<file path="src/hw/rtl/wavp_pkg.sv">
`timescale 1ns / 1ps

package wavp_pkg;

  localparam int QUEUE_DEPTH = 4;

  localparam int HEADER_BYTES = 44;

  typedef enum logic [1:0] {
    PH_HEADER,
    PH_DATA,
    PH_SKIP
  } phase_t;

  localparam logic [2:0] ST_OK        = 3'd0;
  localparam logic [2:0] ST_TOO_SMALL = 3'd1;
  localparam logic [2:0] ST_RIFF      = 3'd2;
  localparam logic [2:0] ST_WAVE      = 3'd3;
  localparam logic [2:0] ST_FMT       = 3'd4;
  localparam logic [2:0] ST_DATA_TAG  = 3'd5;
  localparam logic [2:0] ST_FORMAT    = 3'd6;

  localparam logic KIND_SAMPLE = 1'b0;
  localparam logic KIND_STATUS = 1'b1;

  localparam logic [31:0] TAG_RIFF = "RIFF";
  localparam logic [31:0] TAG_WAVE = "WAVE";
  localparam logic [31:0] TAG_FMT  = "fmt ";
  localparam logic [31:0] TAG_DATA = "data";

  // format code 1, one channel, 16000 Hz, little-endian, in file order
  localparam logic [63:0] FMT_EXPECT = 64'h0100_0100_803E_0000;

  localparam logic [7:0] BITS_LO = 8'd16;
  localparam logic [7:0] BITS_HI = 8'd0;

  // one transaction between front and back: a sample, a status, or both
  typedef struct packed {
    logic        has_sample;
    logic [15:0] raw;
    logic        has_status;
    logic [2:0]  code;
  } entry_t;

  function automatic logic [7:0] tag_byte(logic [31:0] tag, logic [1:0] idx);
    logic [7:0] b;
    unique case (idx)
      2'd0: b = tag[31:24];
      2'd1: b = tag[23:16];
      2'd2: b = tag[15:8];
      default: b = tag[7:0];
    endcase
    return b;
  endfunction

  function automatic logic [7:0] fmt_byte(logic [2:0] idx);
    logic [7:0] b;
    unique case (idx)
      3'd0: b = FMT_EXPECT[63:56];
      3'd1: b = FMT_EXPECT[55:48];
      3'd2: b = FMT_EXPECT[47:40];
      3'd3: b = FMT_EXPECT[39:32];
      3'd4: b = FMT_EXPECT[31:24];
      3'd5: b = FMT_EXPECT[23:16];
      3'd6: b = FMT_EXPECT[15:8];
      default: b = FMT_EXPECT[7:0];
    endcase
    return b;
  endfunction

endpackage

</file>
<file path="src/hw/rtl/wavp_front.sv">
`timescale 1ns / 1ps

module wavp_front (
  input  logic                 clk,
  input  logic                 rst_n,
  input  logic                 in_push,
  output logic                 in_full,
  input  logic [7:0]           in_data_byte,
  input  logic                 in_end_of_file,
  input  logic                 q_full,
  output logic                 q_push,
  output wavp_pkg::entry_t     q_entry
);

  wavp_pkg::phase_t phase_r, phase_nxt;
  logic [5:0]  pos_r, pos_nxt;
  logic [3:0]  tag_flags_r, tag_flags_nxt;
  logic        fmt_mis_r, fmt_mis_nxt;
  logic [31:0] declared_r, declared_nxt;
  logic [31:0] seen_r, seen_nxt;
  logic [7:0]  low_r, low_nxt;

  logic        accept;
  logic        hdr_last;
  logic        data_live;
  logic [5:0]  fmt_off;
  logic [2:0]  hdr_code;
  logic [2:0]  cur_code;
  logic [2:0]  status_code;
  logic        emit_sample;

  assign accept    = in_push && !q_full;
  assign in_full   = q_full;
  assign hdr_last  = (pos_r == 6'(wavp_pkg::HEADER_BYTES - 1));
  assign data_live = (seen_r < declared_r);
  assign fmt_off   = pos_r - 6'd20;

  // header byte checks, flags accumulate over the header
  always_comb begin
    tag_flags_nxt = tag_flags_r;
    fmt_mis_nxt   = fmt_mis_r;
    declared_nxt  = declared_r;
    if (phase_r == wavp_pkg::PH_HEADER) begin
      if (pos_r < 6'd4) begin
        if (in_data_byte != wavp_pkg::tag_byte(wavp_pkg::TAG_RIFF, pos_r[1:0]))
          tag_flags_nxt[0] = 1'b1;
      end else if (pos_r >= 6'd8 && pos_r < 6'd12) begin
        if (in_data_byte != wavp_pkg::tag_byte(wavp_pkg::TAG_WAVE, pos_r[1:0]))
          tag_flags_nxt[1] = 1'b1;
      end else if (pos_r >= 6'd12 && pos_r < 6'd16) begin
        if (in_data_byte != wavp_pkg::tag_byte(wavp_pkg::TAG_FMT, pos_r[1:0]))
          tag_flags_nxt[2] = 1'b1;
      end else if (pos_r >= 6'd20 && pos_r < 6'd28) begin
        if (in_data_byte != wavp_pkg::fmt_byte(fmt_off[2:0]))
          fmt_mis_nxt = 1'b1;
      end else if (pos_r == 6'd34) begin
        if (in_data_byte != wavp_pkg::BITS_LO) fmt_mis_nxt = 1'b1;
      end else if (pos_r == 6'd35) begin
        if (in_data_byte != wavp_pkg::BITS_HI) fmt_mis_nxt = 1'b1;
      end else if (pos_r >= 6'd36 && pos_r < 6'd40) begin
        if (in_data_byte != wavp_pkg::tag_byte(wavp_pkg::TAG_DATA, pos_r[1:0]))
          tag_flags_nxt[3] = 1'b1;
      end else if (pos_r >= 6'd40 && pos_r < 6'd44) begin
        // size field is little-endian, offset 40 is lane zero
        unique case (pos_r[1:0])
          2'd0: declared_nxt[7:0]   = in_data_byte;
          2'd1: declared_nxt[15:8]  = in_data_byte;
          2'd2: declared_nxt[23:16] = in_data_byte;
          default: declared_nxt[31:24] = in_data_byte;
        endcase
      end
    end
  end

  function automatic logic [2:0] first_fault(logic [3:0] flags, logic fmt);
    logic [2:0] c;
    priority if (flags[0]) c = wavp_pkg::ST_RIFF;
    else if (flags[1]) c = wavp_pkg::ST_WAVE;
    else if (flags[2]) c = wavp_pkg::ST_FMT;
    else if (flags[3]) c = wavp_pkg::ST_DATA_TAG;
    else if (fmt) c = wavp_pkg::ST_FORMAT;
    else c = wavp_pkg::ST_OK;
    return c;
  endfunction

  assign hdr_code = first_fault(tag_flags_nxt, fmt_mis_nxt);
  assign cur_code = first_fault(tag_flags_r, fmt_mis_r);

  // next phase
  always_comb begin
    phase_nxt = phase_r;
    if (accept) begin
      if (in_end_of_file) begin
        phase_nxt = wavp_pkg::PH_HEADER;
      end else begin
        unique case (phase_r)
          wavp_pkg::PH_HEADER: begin
            if (hdr_last)
              phase_nxt = (hdr_code == wavp_pkg::ST_OK) ? wavp_pkg::PH_DATA
                                                        : wavp_pkg::PH_SKIP;
          end
          wavp_pkg::PH_DATA: phase_nxt = wavp_pkg::PH_DATA;
          wavp_pkg::PH_SKIP: phase_nxt = wavp_pkg::PH_SKIP;
          default: phase_nxt = wavp_pkg::PH_HEADER;
        endcase
      end
    end
  end

  // outputs and datapath updates
  always_comb begin
    pos_nxt     = pos_r;
    seen_nxt    = seen_r;
    low_nxt     = low_r;
    status_code = wavp_pkg::ST_OK;
    emit_sample = 1'b0;
    unique case (phase_r)
      wavp_pkg::PH_HEADER: begin
        pos_nxt     = hdr_last ? 6'd0 : pos_r + 6'd1;
        status_code = hdr_last ? hdr_code : wavp_pkg::ST_TOO_SMALL;
      end
      wavp_pkg::PH_DATA: begin
        if (data_live) begin
          if (!seen_r[0]) low_nxt = in_data_byte;
          else emit_sample = 1'b1;
          seen_nxt = seen_r + 32'd1;
        end
      end
      wavp_pkg::PH_SKIP: status_code = cur_code;
      default: status_code = cur_code;
    endcase
    q_push             = accept && (emit_sample || in_end_of_file);
    q_entry.has_sample = emit_sample;
    q_entry.raw        = {in_data_byte, low_r};
    q_entry.has_status = in_end_of_file;
    q_entry.code       = status_code;
  end

  always_ff @(posedge clk) begin
    if (!rst_n) begin
      phase_r     <= wavp_pkg::PH_HEADER;
      pos_r       <= '0;
      tag_flags_r <= '0;
      fmt_mis_r   <= 1'b0;
      declared_r  <= '0;
      seen_r      <= '0;
      low_r       <= '0;
    end else if (accept) begin
      phase_r <= phase_nxt;
      if (in_end_of_file) begin
        pos_r       <= '0;
        tag_flags_r <= '0;
        fmt_mis_r   <= 1'b0;
        declared_r  <= '0;
        seen_r      <= '0;
        low_r       <= '0;
      end else begin
        pos_r       <= pos_nxt;
        tag_flags_r <= tag_flags_nxt;
        fmt_mis_r   <= fmt_mis_nxt;
        declared_r  <= declared_nxt;
        seen_r      <= seen_nxt;
        low_r       <= low_nxt;
      end
    end
  end

endmodule

</file>
<file path="src/hw/rtl/wavp_fifo.sv">
`timescale 1ns / 1ps

module wavp_fifo #(
  parameter int DEPTH = wavp_pkg::QUEUE_DEPTH
) (
  input  logic             clk,
  input  logic             rst_n,
  input  logic             push,
  input  wavp_pkg::entry_t push_entry,
  output logic             full,
  input  logic             pop,
  output logic             valid,
  output wavp_pkg::entry_t head
);

  localparam int PTR_W = (DEPTH > 1) ? $clog2(DEPTH) : 1;
  localparam int CNT_W = $clog2(DEPTH + 1);

  wavp_pkg::entry_t mem [DEPTH];
  logic [PTR_W-1:0] wr_ptr_r, rd_ptr_r;
  logic [CNT_W-1:0] count_r;
  logic             do_push, do_pop;

  assign full    = (count_r == CNT_W'(DEPTH));
  assign valid   = (count_r != '0);
  assign do_push = push && !full;
  assign do_pop  = pop && valid;
  assign head    = mem[rd_ptr_r];

  function automatic logic [PTR_W-1:0] bump(logic [PTR_W-1:0] p);
    return (p == PTR_W'(DEPTH - 1)) ? '0 : p + PTR_W'(1);
  endfunction

  always_ff @(posedge clk) begin
    if (do_push) mem[wr_ptr_r] <= push_entry;
  end

  always_ff @(posedge clk) begin
    if (!rst_n) begin
      wr_ptr_r <= '0;
      rd_ptr_r <= '0;
      count_r  <= '0;
    end else begin
      if (do_push) wr_ptr_r <= bump(wr_ptr_r);
      if (do_pop) rd_ptr_r <= bump(rd_ptr_r);
      if (do_push && !do_pop) count_r <= count_r + CNT_W'(1);
      else if (do_pop && !do_push) count_r <= count_r - CNT_W'(1);
    end
  end

endmodule

</file>
<file path="src/hw/rtl/wavp_back.sv">
`timescale 1ns / 1ps

module wavp_back (
  input  logic                clk,
  input  logic                rst_n,
  input  logic                q_valid,
  input  wavp_pkg::entry_t    q_head,
  output logic                q_pop,
  output logic                out_empty,
  input  logic                out_pop,
  output logic                out_result_kind,
  output logic signed [17:0]  out_sample_value,
  output logic [2:0]          out_status_code,
  output logic                out_last_of_file
);

  logic               out_valid_r;
  logic               kind_r;
  logic signed [17:0] value_r;
  logic [2:0]         code_r;
  logic               last_r;
  logic               pend_r;
  logic [2:0]         pend_code_r;
  logic               slot_free;
  logic signed [17:0] conv;

  // negative: 2*s exactly; positive: round(s*65536/32767) = 2s + round(2s/32767)
  function automatic logic signed [17:0] to_q2_16(logic [15:0] raw);
    logic [17:0] twice;
    logic [17:0] t;
    logic [17:0] q;
    twice = {1'b0, raw, 1'b0};
    t     = twice + 18'd16383;
    if (t >= 18'd65534) q = 18'd2;
    else if (t >= 18'd32767) q = 18'd1;
    else q = 18'd0;
    if (raw[15]) return {raw[15], raw, 1'b0};
    return twice + q;
  endfunction

  assign conv      = to_q2_16(q_head.raw);
  assign slot_free = !out_valid_r || out_pop;
  assign q_pop     = q_valid && !pend_r && slot_free;

  assign out_empty        = !out_valid_r;
  assign out_result_kind  = kind_r;
  assign out_sample_value = value_r;
  assign out_status_code  = code_r;
  assign out_last_of_file = last_r;

  always_ff @(posedge clk) begin
    if (!rst_n) begin
      out_valid_r <= 1'b0;
      pend_r      <= 1'b0;
    end else if (slot_free) begin
      if (pend_r) begin
        out_valid_r <= 1'b1;
        pend_r      <= 1'b0;
      end else if (q_valid) begin
        out_valid_r <= 1'b1;
        // a status behind a sample waits one slot
        pend_r      <= q_head.has_sample && q_head.has_status;
      end else begin
        out_valid_r <= 1'b0;
      end
    end
  end

  always_ff @(posedge clk) begin
    if (slot_free) begin
      if (pend_r) begin
        kind_r  <= wavp_pkg::KIND_STATUS;
        value_r <= '0;
        code_r  <= pend_code_r;
        last_r  <= 1'b1;
      end else if (q_valid) begin
        pend_code_r <= q_head.code;
        if (q_head.has_sample) begin
          kind_r  <= wavp_pkg::KIND_SAMPLE;
          value_r <= conv;
          code_r  <= wavp_pkg::ST_OK;
          last_r  <= 1'b0;
        end else begin
          kind_r  <= wavp_pkg::KIND_STATUS;
          value_r <= '0;
          code_r  <= q_head.code;
          last_r  <= 1'b1;
        end
      end
    end
  end

endmodule

</file>
<file path="src/hw/rtl/wav_pcm16_stream_parser_top.sv">
`timescale 1ns / 1ps

// WAV byte stream parser, 16-bit mono PCM at 16000 Hz.
// Input queue port: one file byte per transaction (in_push while in_full low),
// in_end_of_file set on the file's final byte.
// Result queue port: while out_empty is low the oldest result is on the out_
// ports; out_pop takes it. A result is either a Q2.16 sample (kind 0) or the
// status that closes the file (kind 1, out_last_of_file set).
// The fixed 44-byte header is checked on the fly; samples follow a good header
// up to the declared data size. A wrong header yields its first fault on the
// end-of-file byte.
// Throughput: one byte per cycle while in_full is low. A result passes through the
// transaction queue and the back end's output register; an end-of-file byte that also
// completes a sample gives a second result, its status, in the slot after the sample.
// Front and back are split by a small transaction queue (QUEUE_DEPTH entries);
// when the receiver stalls, the queue fills and in_full rises.
// Reset (rst_n low, synchronous) drops all queued results and returns the
// parser to the start of a header; the front end also returns there after each end of file.
module wav_pcm16_stream_parser_top #(
  parameter int QUEUE_DEPTH = wavp_pkg::QUEUE_DEPTH
) (
  input  logic               clk,
  input  logic               rst_n,
  input  logic               in_push,
  output logic               in_full,
  input  logic [7:0]         in_data_byte,
  input  logic               in_end_of_file,
  output logic               out_empty,
  input  logic               out_pop,
  output logic               out_result_kind,
  output logic signed [17:0] out_sample_value,
  output logic [2:0]         out_status_code,
  output logic               out_last_of_file
);

  wavp_pkg::entry_t push_entry;
  wavp_pkg::entry_t head;
  logic             q_push, q_full, q_valid, q_pop;

  wavp_front u_front (
    .clk            (clk),
    .rst_n          (rst_n),
    .in_push        (in_push),
    .in_full        (in_full),
    .in_data_byte   (in_data_byte),
    .in_end_of_file (in_end_of_file),
    .q_full         (q_full),
    .q_push         (q_push),
    .q_entry        (push_entry)
  );

  wavp_fifo #(
    .DEPTH (QUEUE_DEPTH)
  ) u_fifo (
    .clk        (clk),
    .rst_n      (rst_n),
    .push       (q_push),
    .push_entry (push_entry),
    .full       (q_full),
    .pop        (q_pop),
    .valid      (q_valid),
    .head       (head)
  );

  wavp_back u_back (
    .clk              (clk),
    .rst_n            (rst_n),
    .q_valid          (q_valid),
    .q_head           (head),
    .q_pop            (q_pop),
    .out_empty        (out_empty),
    .out_pop          (out_pop),
    .out_result_kind  (out_result_kind),
    .out_sample_value (out_sample_value),
    .out_status_code  (out_status_code),
    .out_last_of_file (out_last_of_file)
  );

endmodule

</file>
<file path="config.mk">
export PLATFORM = sky130hd
export DESIGN_NAME = wav_pcm16_stream_parser_top
export DESIGN_NICKNAME = d
export VERILOG_FILES = /design/src/hw/rtl/wavp_pkg.sv /design/src/hw/rtl/wavp_front.sv /design/src/hw/rtl/wavp_fifo.sv /design/src/hw/rtl/wavp_back.sv /design/src/hw/rtl/wav_pcm16_stream_parser_top.sv
export SDC_FILE = /design/constraint.sdc
export NUM_CORES = 1
export LEC_CHECK = 0
export ABC_AREA = 1
export BUFFER_PORTS_ARGS = -buffer_cell sky130_fd_sc_hd__buf_2
export CAP_MARGIN = 20
export CELL_PAD_IN_SITES_DETAIL_PLACEMENT = 1
export CELL_PAD_IN_SITES_GLOBAL_PLACEMENT = 2
export CORE_MARGIN = 5
export CORE_UTILIZATION = 41
export CTS_BUF_LIST = sky130_fd_sc_hd__clkbuf_16
export DETAILED_ROUTE_END_ITERATION = 16
export PLACE_DENSITY_LB_ADDON = 0.3
export SYNTH_ARGS = -nofsm -noshare
export SYNTH_HDL_FRONTEND = slang
export SYNTH_SLANG_ARGS = --single-unit
export TNS_END_PERCENT = 50
</file>
<file path="constraint.sdc">
create_clock -name clk -period 7.2 [get_ports clk]
set_input_delay 0.72 -clock clk [delete_from_list [all_inputs] [get_ports clk]]
set_output_delay 0.72 -clock clk [all_outputs]
set_load 0.05 [all_outputs]
</file>
# Yosys cells after proc, flatten, opt, wreduce, memory -nomap -nowiden
# Memory sizes are Yosys's and may differ from the RTL's. A register that Yosys moved wholly into a read port is not among the register bits.
# Cells that the tools add are included.
# totals
ff_bits	119
latchBits	0
ramBits	84
mem_bits_ro	0
input_bits	13
mem_count	1
# op_classes
addsub	9
n_mul	0
div_mod_pow	0
n_lt_le_gt_ge	14
n_eq_ne	29
shift	0
n_mux	121
bitwise_logic	1
reduce_logical	48
# mem_list
name	depth	word_bits	read_ports	rd_clocked_by_memory_dff	wr	line	text
u_fifo.mem	4	21	1	1	1	wavp_fifo.sv:19	wavp_pkg::entry_t mem [DEPTH];
# ops
operator	count
$mux 32	13
$mux 8	30
$mux 18	5
$mux 3	17
$reduce_and 11->1	4
$ne 8x8->1	5
$mux 1	36
$add 32x1->32 const B	1
$lt 32x32->1	1
$pmux 8 s3	1
$pmux 7 s3	1
$pmux 5 s2	2
$add 17x14->18 const B	1
$add 17x18->18	1
$eq 6x6->1 const B	3
$ge 18x15->1 const B	1
$ge 18x16->1 const B	1
$mux 6	3
$reduce_bool 2->1	9
$mux 2	8
$ne 2x2->1 const B	8
$pmux 5 s3	1
$logic_and 1x1->1	14
$ge 6x4->1 const B	2
other kinds (33)	54

# Logic depth before layout (Yosys ltp)
# depth
depth_word	29
depth_mapped	27
ltp_nobuf	26

# By module
# A second synthesis with hierarchy kept.
# hier_totals
hier_cells	1355
area_unflattened_um2	11079.4
# by_module_without_submodules
module	n_inst	cells_each	area_per_inst_um2	seq_area_each_um2
wavp_front	1	846	5654.2	1701.6
wavp_fifo	1	275	3654.8	2702.6
wavp_back	1	234	1770.4	790.8

# Worst setup path after synthesis
# Ideal clock, no wire load.
# synth_path
kind	reg2reg
start	register u_fifo.count_r[0]
end	register u_fifo.count_r[1]
arrival_ns	3.313
t_required_ns	7.080
setup_slack_ns	3.766
path_stages_with_launch	14
period_less_slack_ns	3.434
cell_sequence	dfxtp_1 nor3_1 nor2_1 inv_2 nor2_1 nand3_1 nand2_1 nand2_1 inv_1 ha_1 inv_1 fa_1 o21ai_0 a21oi_1
# synth_between
elab_chain_cells	8
elab_cells_between_ends	18
cone_classes	add/sub: 2; eq/ne: 1; mux: 2; reduce/logical: 13
# synth_lines
element	line	text
start: declaration	wavp_fifo.sv:21	logic [CNT_W-1:0] count_r;
start signal: assignment	wavp_fifo.sv:46	if (do_push && !do_pop) count_r <= count_r + CNT_W'(1);
start signal: assignment	wavp_fifo.sv:47	else if (do_pop && !do_push) count_r <= count_r - CNT_W'(1);
$eq 3x3->1 (*)	wavp_fifo.sv:24	assign full = (count_r == CNT_W'(DEPTH));
via in_full	wav_pcm16_stream_parser_top.sv:25	output logic in_full,
$logic_not 1->1 (*)	wavp_front.sv:32, wavp_fifo.sv:26	
$logic_and 1x1->1	wavp_front.sv:32	assign accept = in_push && !q_full;
$logic_and 1x1->1	wavp_front.sv:132	q_push = accept && (emit_sample || in_end_of_file);
$logic_and 1x1->1 (*)	wavp_fifo.sv:26	assign do_push = push && !full;
via u_fifo.do_push	wavp_fifo.sv:22	logic do_push, do_pop;
$logic_not 1->1	wavp_fifo.sv:47	
$logic_and 1x1->1	wavp_fifo.sv:47	
$reduce_bool 2->1 (no line)	-	
# Mark *: on every way through the listed nets, which the timed path passes. The rest lies on a longest branch. The select of a mux whose other input is x is not followed.
# A chain may end at the register's enable or synchronous reset.

==> results by group <==
Run status
  – Status: finished, final reports clean

Clock tree
  – Clk sink count: 205
  – Hold-fix buffers, CTS: 0
  – Clk Latency, worst-skew pair: 0.52 ns
  – Clock buffer depth: 3
  – Htree depth: 1
  – Post-cts sizing count: 0
  – CTS Buf Count: 24
  – CTS tree: done
  – Clk Tree Root Cell: clkbuf_16
  – Worst-path clk slew: 0.06 ns
  – Setup Fix Bufs, Post-CTS: 0

Worst setup path
  – CP peak stage delay: 0.41 ns
  – Setup Crit Path Kind: flop to flop
  – Crit path capture type: flop
  – CP Data Required Time: 7.46 ns
  – Worst path slowest cell: inv_2
  – Worst r2r path cells: 27
  – Worst Path Max Fanout: 44
  – WP buf/inv: 4
  – Arr. time, crit path: 4.98 ns
  – Worst reg2reg setup slack: 2.48 ns
  – Family with the most delay on the worst path: simple AND/OR/NAND/NOR gates
  – Crit path top cell by count: nand2_1
  – RR Endpoint: u_back.out_sample_value[15]
  – Worst Setup Start Kind: flop

Final layout
  – Finished Layout Cells: 1784
  – Area of the multi-input gates: 5010 sq um
  – Commonest cells after routing, fill and taps aside: nand2_1, nor2_1, inv_1
  – Share of cells above drive strength 1: 7.32%
  – Diodes inserted: 0
  – Layout fillers: 3204
  – Register area: 5190 sq um
  – Final #Nets: 1493
  – Area Growth Syn to Fin: 11.8%
  – Most common cell after layout, fill and taps aside: nand2_1

Routing
  – Initial DRC count: 498
  – DRT Pass-1 Iters: 5
  – Avg Vias per Cell: 5.38
  – Via count: 9606
  – DR WL/cell: 18.5 microns
  – # DRC: 0
  – Post-route ant nets: 0
  – DRT Wirelength: 32.9 mm

Power and ir drop
  – Sequential share of power: 36.2%
  – Cell Int Power: 2.45 mW
  – VDD IR max: 0.197 mV
  – Clk pwr share: 28.0%
  – Switching portion of total power: 40.2%
  – Pleak: 4.87 nW
  – Reported net switching power: 1.65 mW
  – Power Dens Cells: 334 nW/um^2
  – Gate power share: 35.8%

Job
  – Max Cap Violations: 0

Global route
  – GR Overflow Total: 0
  – GR Util All Layers: 21.6%
  – Largest net degree at the start of global routing: 57
  – Vias in the first global route: 9919
  – Initial antenna violation count: 0
  – Global-route wire length before repair: 53.5 mm

Timing
  – Final setup viols: 0
  – Max Clock Skew: 0.0122 ns
  – RSZ-0062 raised after global routing: no
  – Final TNS setup: 0 ns
  – Fin crit share: 65.6%
  – Min Tclk post-route: 4.72 ns
  – Worst Max-Slew Pin Slew: 1.09 ns
  – Count of pins over their slew limit: 0
  – Final Hold Fails: 0
  – Maximum clock rate: 0.212 GHz
  – Worst slew margin relative to its limit: 26.4%

Floorplan
  – Die height: 174 microns
  – Die area: 30100 sq um
  – Number of top-level pins: 38
  – Row count: 59
  – Core area: 26200 sq um
  – Starting density of the core: 41.8%
  – Die X: 174 microns

Yosys
  – Async set-reset flop share out of synthesis: 0%
  – Main flop type after synthesis: edfxtp_1
  – Compound-cell area share of the yosys netlist: 11.0%
  – Synth Net Count: 1462
  – Synth Area in XOR/XNOR: 1.52%
  – Count of cell types in the netlist: 42
  – Yosys reg bits: 205
  – Largest family of logic cells by synthesized area: simple AND/OR/NAND/NOR gates
  – Multiplexer share of the synthesized area: 0%
  – Post-Syn Instances: 1401
  – Synthesized area: 11000 sq um
  – Register area share after synthesis: 47.4%
  – Post-synth EDFFs: 109
  – Syn_area_per_cell: 7.83 sq um
  – Synth warn: 0
  – Post-synthesis adder-cell area fraction: 5.55%
  – Simple-gate share of the synthesized area: 27.5%

Worst hold path
  – Hold worst-path end: u_front.declared_r[26]
  – Hold Crit Start: u_front.declared_r[26]
  – Hold/Removal Path Class: flop to flop
  – Hold path depth: 2

Place
  – I/O Buffers: 37
  – RePlAce Congestion: 0.832
  – DPL Wire Length: 23.7 mm
  – Placed cell count: 1738
## cells by family after synthesis
logic type,Yosys count
and+or+nand+nor,706
AOI/OAI and AO/OA,226
DFF,205
buffers and inverters,197
adders and majority gates,48
xor gates and xnor gates,19
## final cells by class
class	instances	area share, %
timing repair buffer	48	2.49
clock buffer	24	4.90
inverter	154	4.72
sequential	205	42.4
multi-input combinational	999	40.9
tap	335	3.42
clock inverter	19	1.17
## Yosys cell counts, types with 3 or more instances
master    number  area [sq um]
nand2_1      322          1210
nor2_1       171           642
inv_1        148           556
nand3_1      115           576
a21oi_1      113           566
edfxtp_1     109          3270
dfxtp_1       96          1920
o21ai_0       80           400
ha_1          47           588
nor3_1        38           190
nand4_1       22           138
buf_2         19          95.1
clkbuf_1      19          71.3
nor4_1        12          75.1
xor2_1        12           105
nand2_2        8          50.1
nand3b_1       7          52.6
xnor2_1        7          61.3
a211oi_1       6          45.0
inv_2          5          18.8
o22ai_1        5          31.3
nor2_2         4          25.0
o21ai_1        4          20.0
a22o_1         3          26.3
a31oi_1        3          18.8
buf_1          3          11.3
o21a_1         3          22.5
## tightest hold or removal path, cell delays in order (launching register included)
cell and delay, ns:
dfxtp_1 0.29, inv_1 0.07, a21oi_1 0.06
## layer usage
| metal | GRT usage [%] | part of all wire, % |
|---|---|---|
| met5 | 0 | 0 |
| met4 | 6.15 | 3.0 |
| met3 | 2.51 | 3.1 |
| met2 | 37.8 | 48 |
| met1 | 28.4 | 46 |
## state kept, by name, indices dropped and copies added, names as in the netlist, 2 cells and up, named ones only
| register | cells |
|---|---|
| u_back.pend_code_r | 3 |
| u_back.out_sample_value | 18 |
| u_fifo.mem | 84 |
| u_fifo.wr_ptr_r | 2 |
| u_front.declared_r | 32 |
| u_fifo.count_r | 3 |
| u_front.phase_r | 2 |
| u_back.out_status_code | 3 |
| u_front.tag_flags_r | 4 |
| u_front.pos_r | 6 |
| u_front.low_r | 8 |
| u_fifo.rd_ptr_r | 2 |
| u_front.seen_r | 32 |
## metrics by stage
stage	total power [mW]	util (%)	setup WS (ns)	hold WS, ns	area [sq um]
floorplan	2.57	-	3.77	0.433	11000
global placement	2.94	43.7	2.47	0.456	11400
detailed placement	2.98	43.8	2.35	0.472	11500
CTS	4.14	46.6	2.50	0.480	12200
global route	4.35	46.8	2.06	0.498	12300
finish	4.10	46.8	2.48	0.472	12300
## power groups by stage
stage / clock network, mW / logic, mW / registers (mW)
after floorplan: 0 / 0.841 / 1.73
after global placement: 0 / 1.44 / 1.50
after detailed placement: 0 / 1.47 / 1.51
after CTS: 1.18 / 1.48 / 1.49
after global routing: 1.23 / 1.62 / 1.50
final: 1.15 / 1.47 / 1.48
## how the worst max path moves through the flow
| stage | start | end | slack, ns | depth (start not counted) |
|---|---|---|---|---|
| final | flop | u_back.out_sample_value[15] | 2.48 | 27 |
| after global routing | flop | u_back.out_sample_value[15] | 2.06 | 27 |
| after floorplan | u_fifo.count_r[0] | u_fifo.count_r[1] | 3.77 | 13 |
| after detailed placement | in_push | u_fifo.mem[0][2] | 2.35 | 10 |
| after global placement | in_push | u_fifo.mem[0][10] | 2.47 | 10 |
| after CTS | flop | u_back.out_sample_value[15] | 2.50 | 27 |
Power figures use the tool's default switching activity.
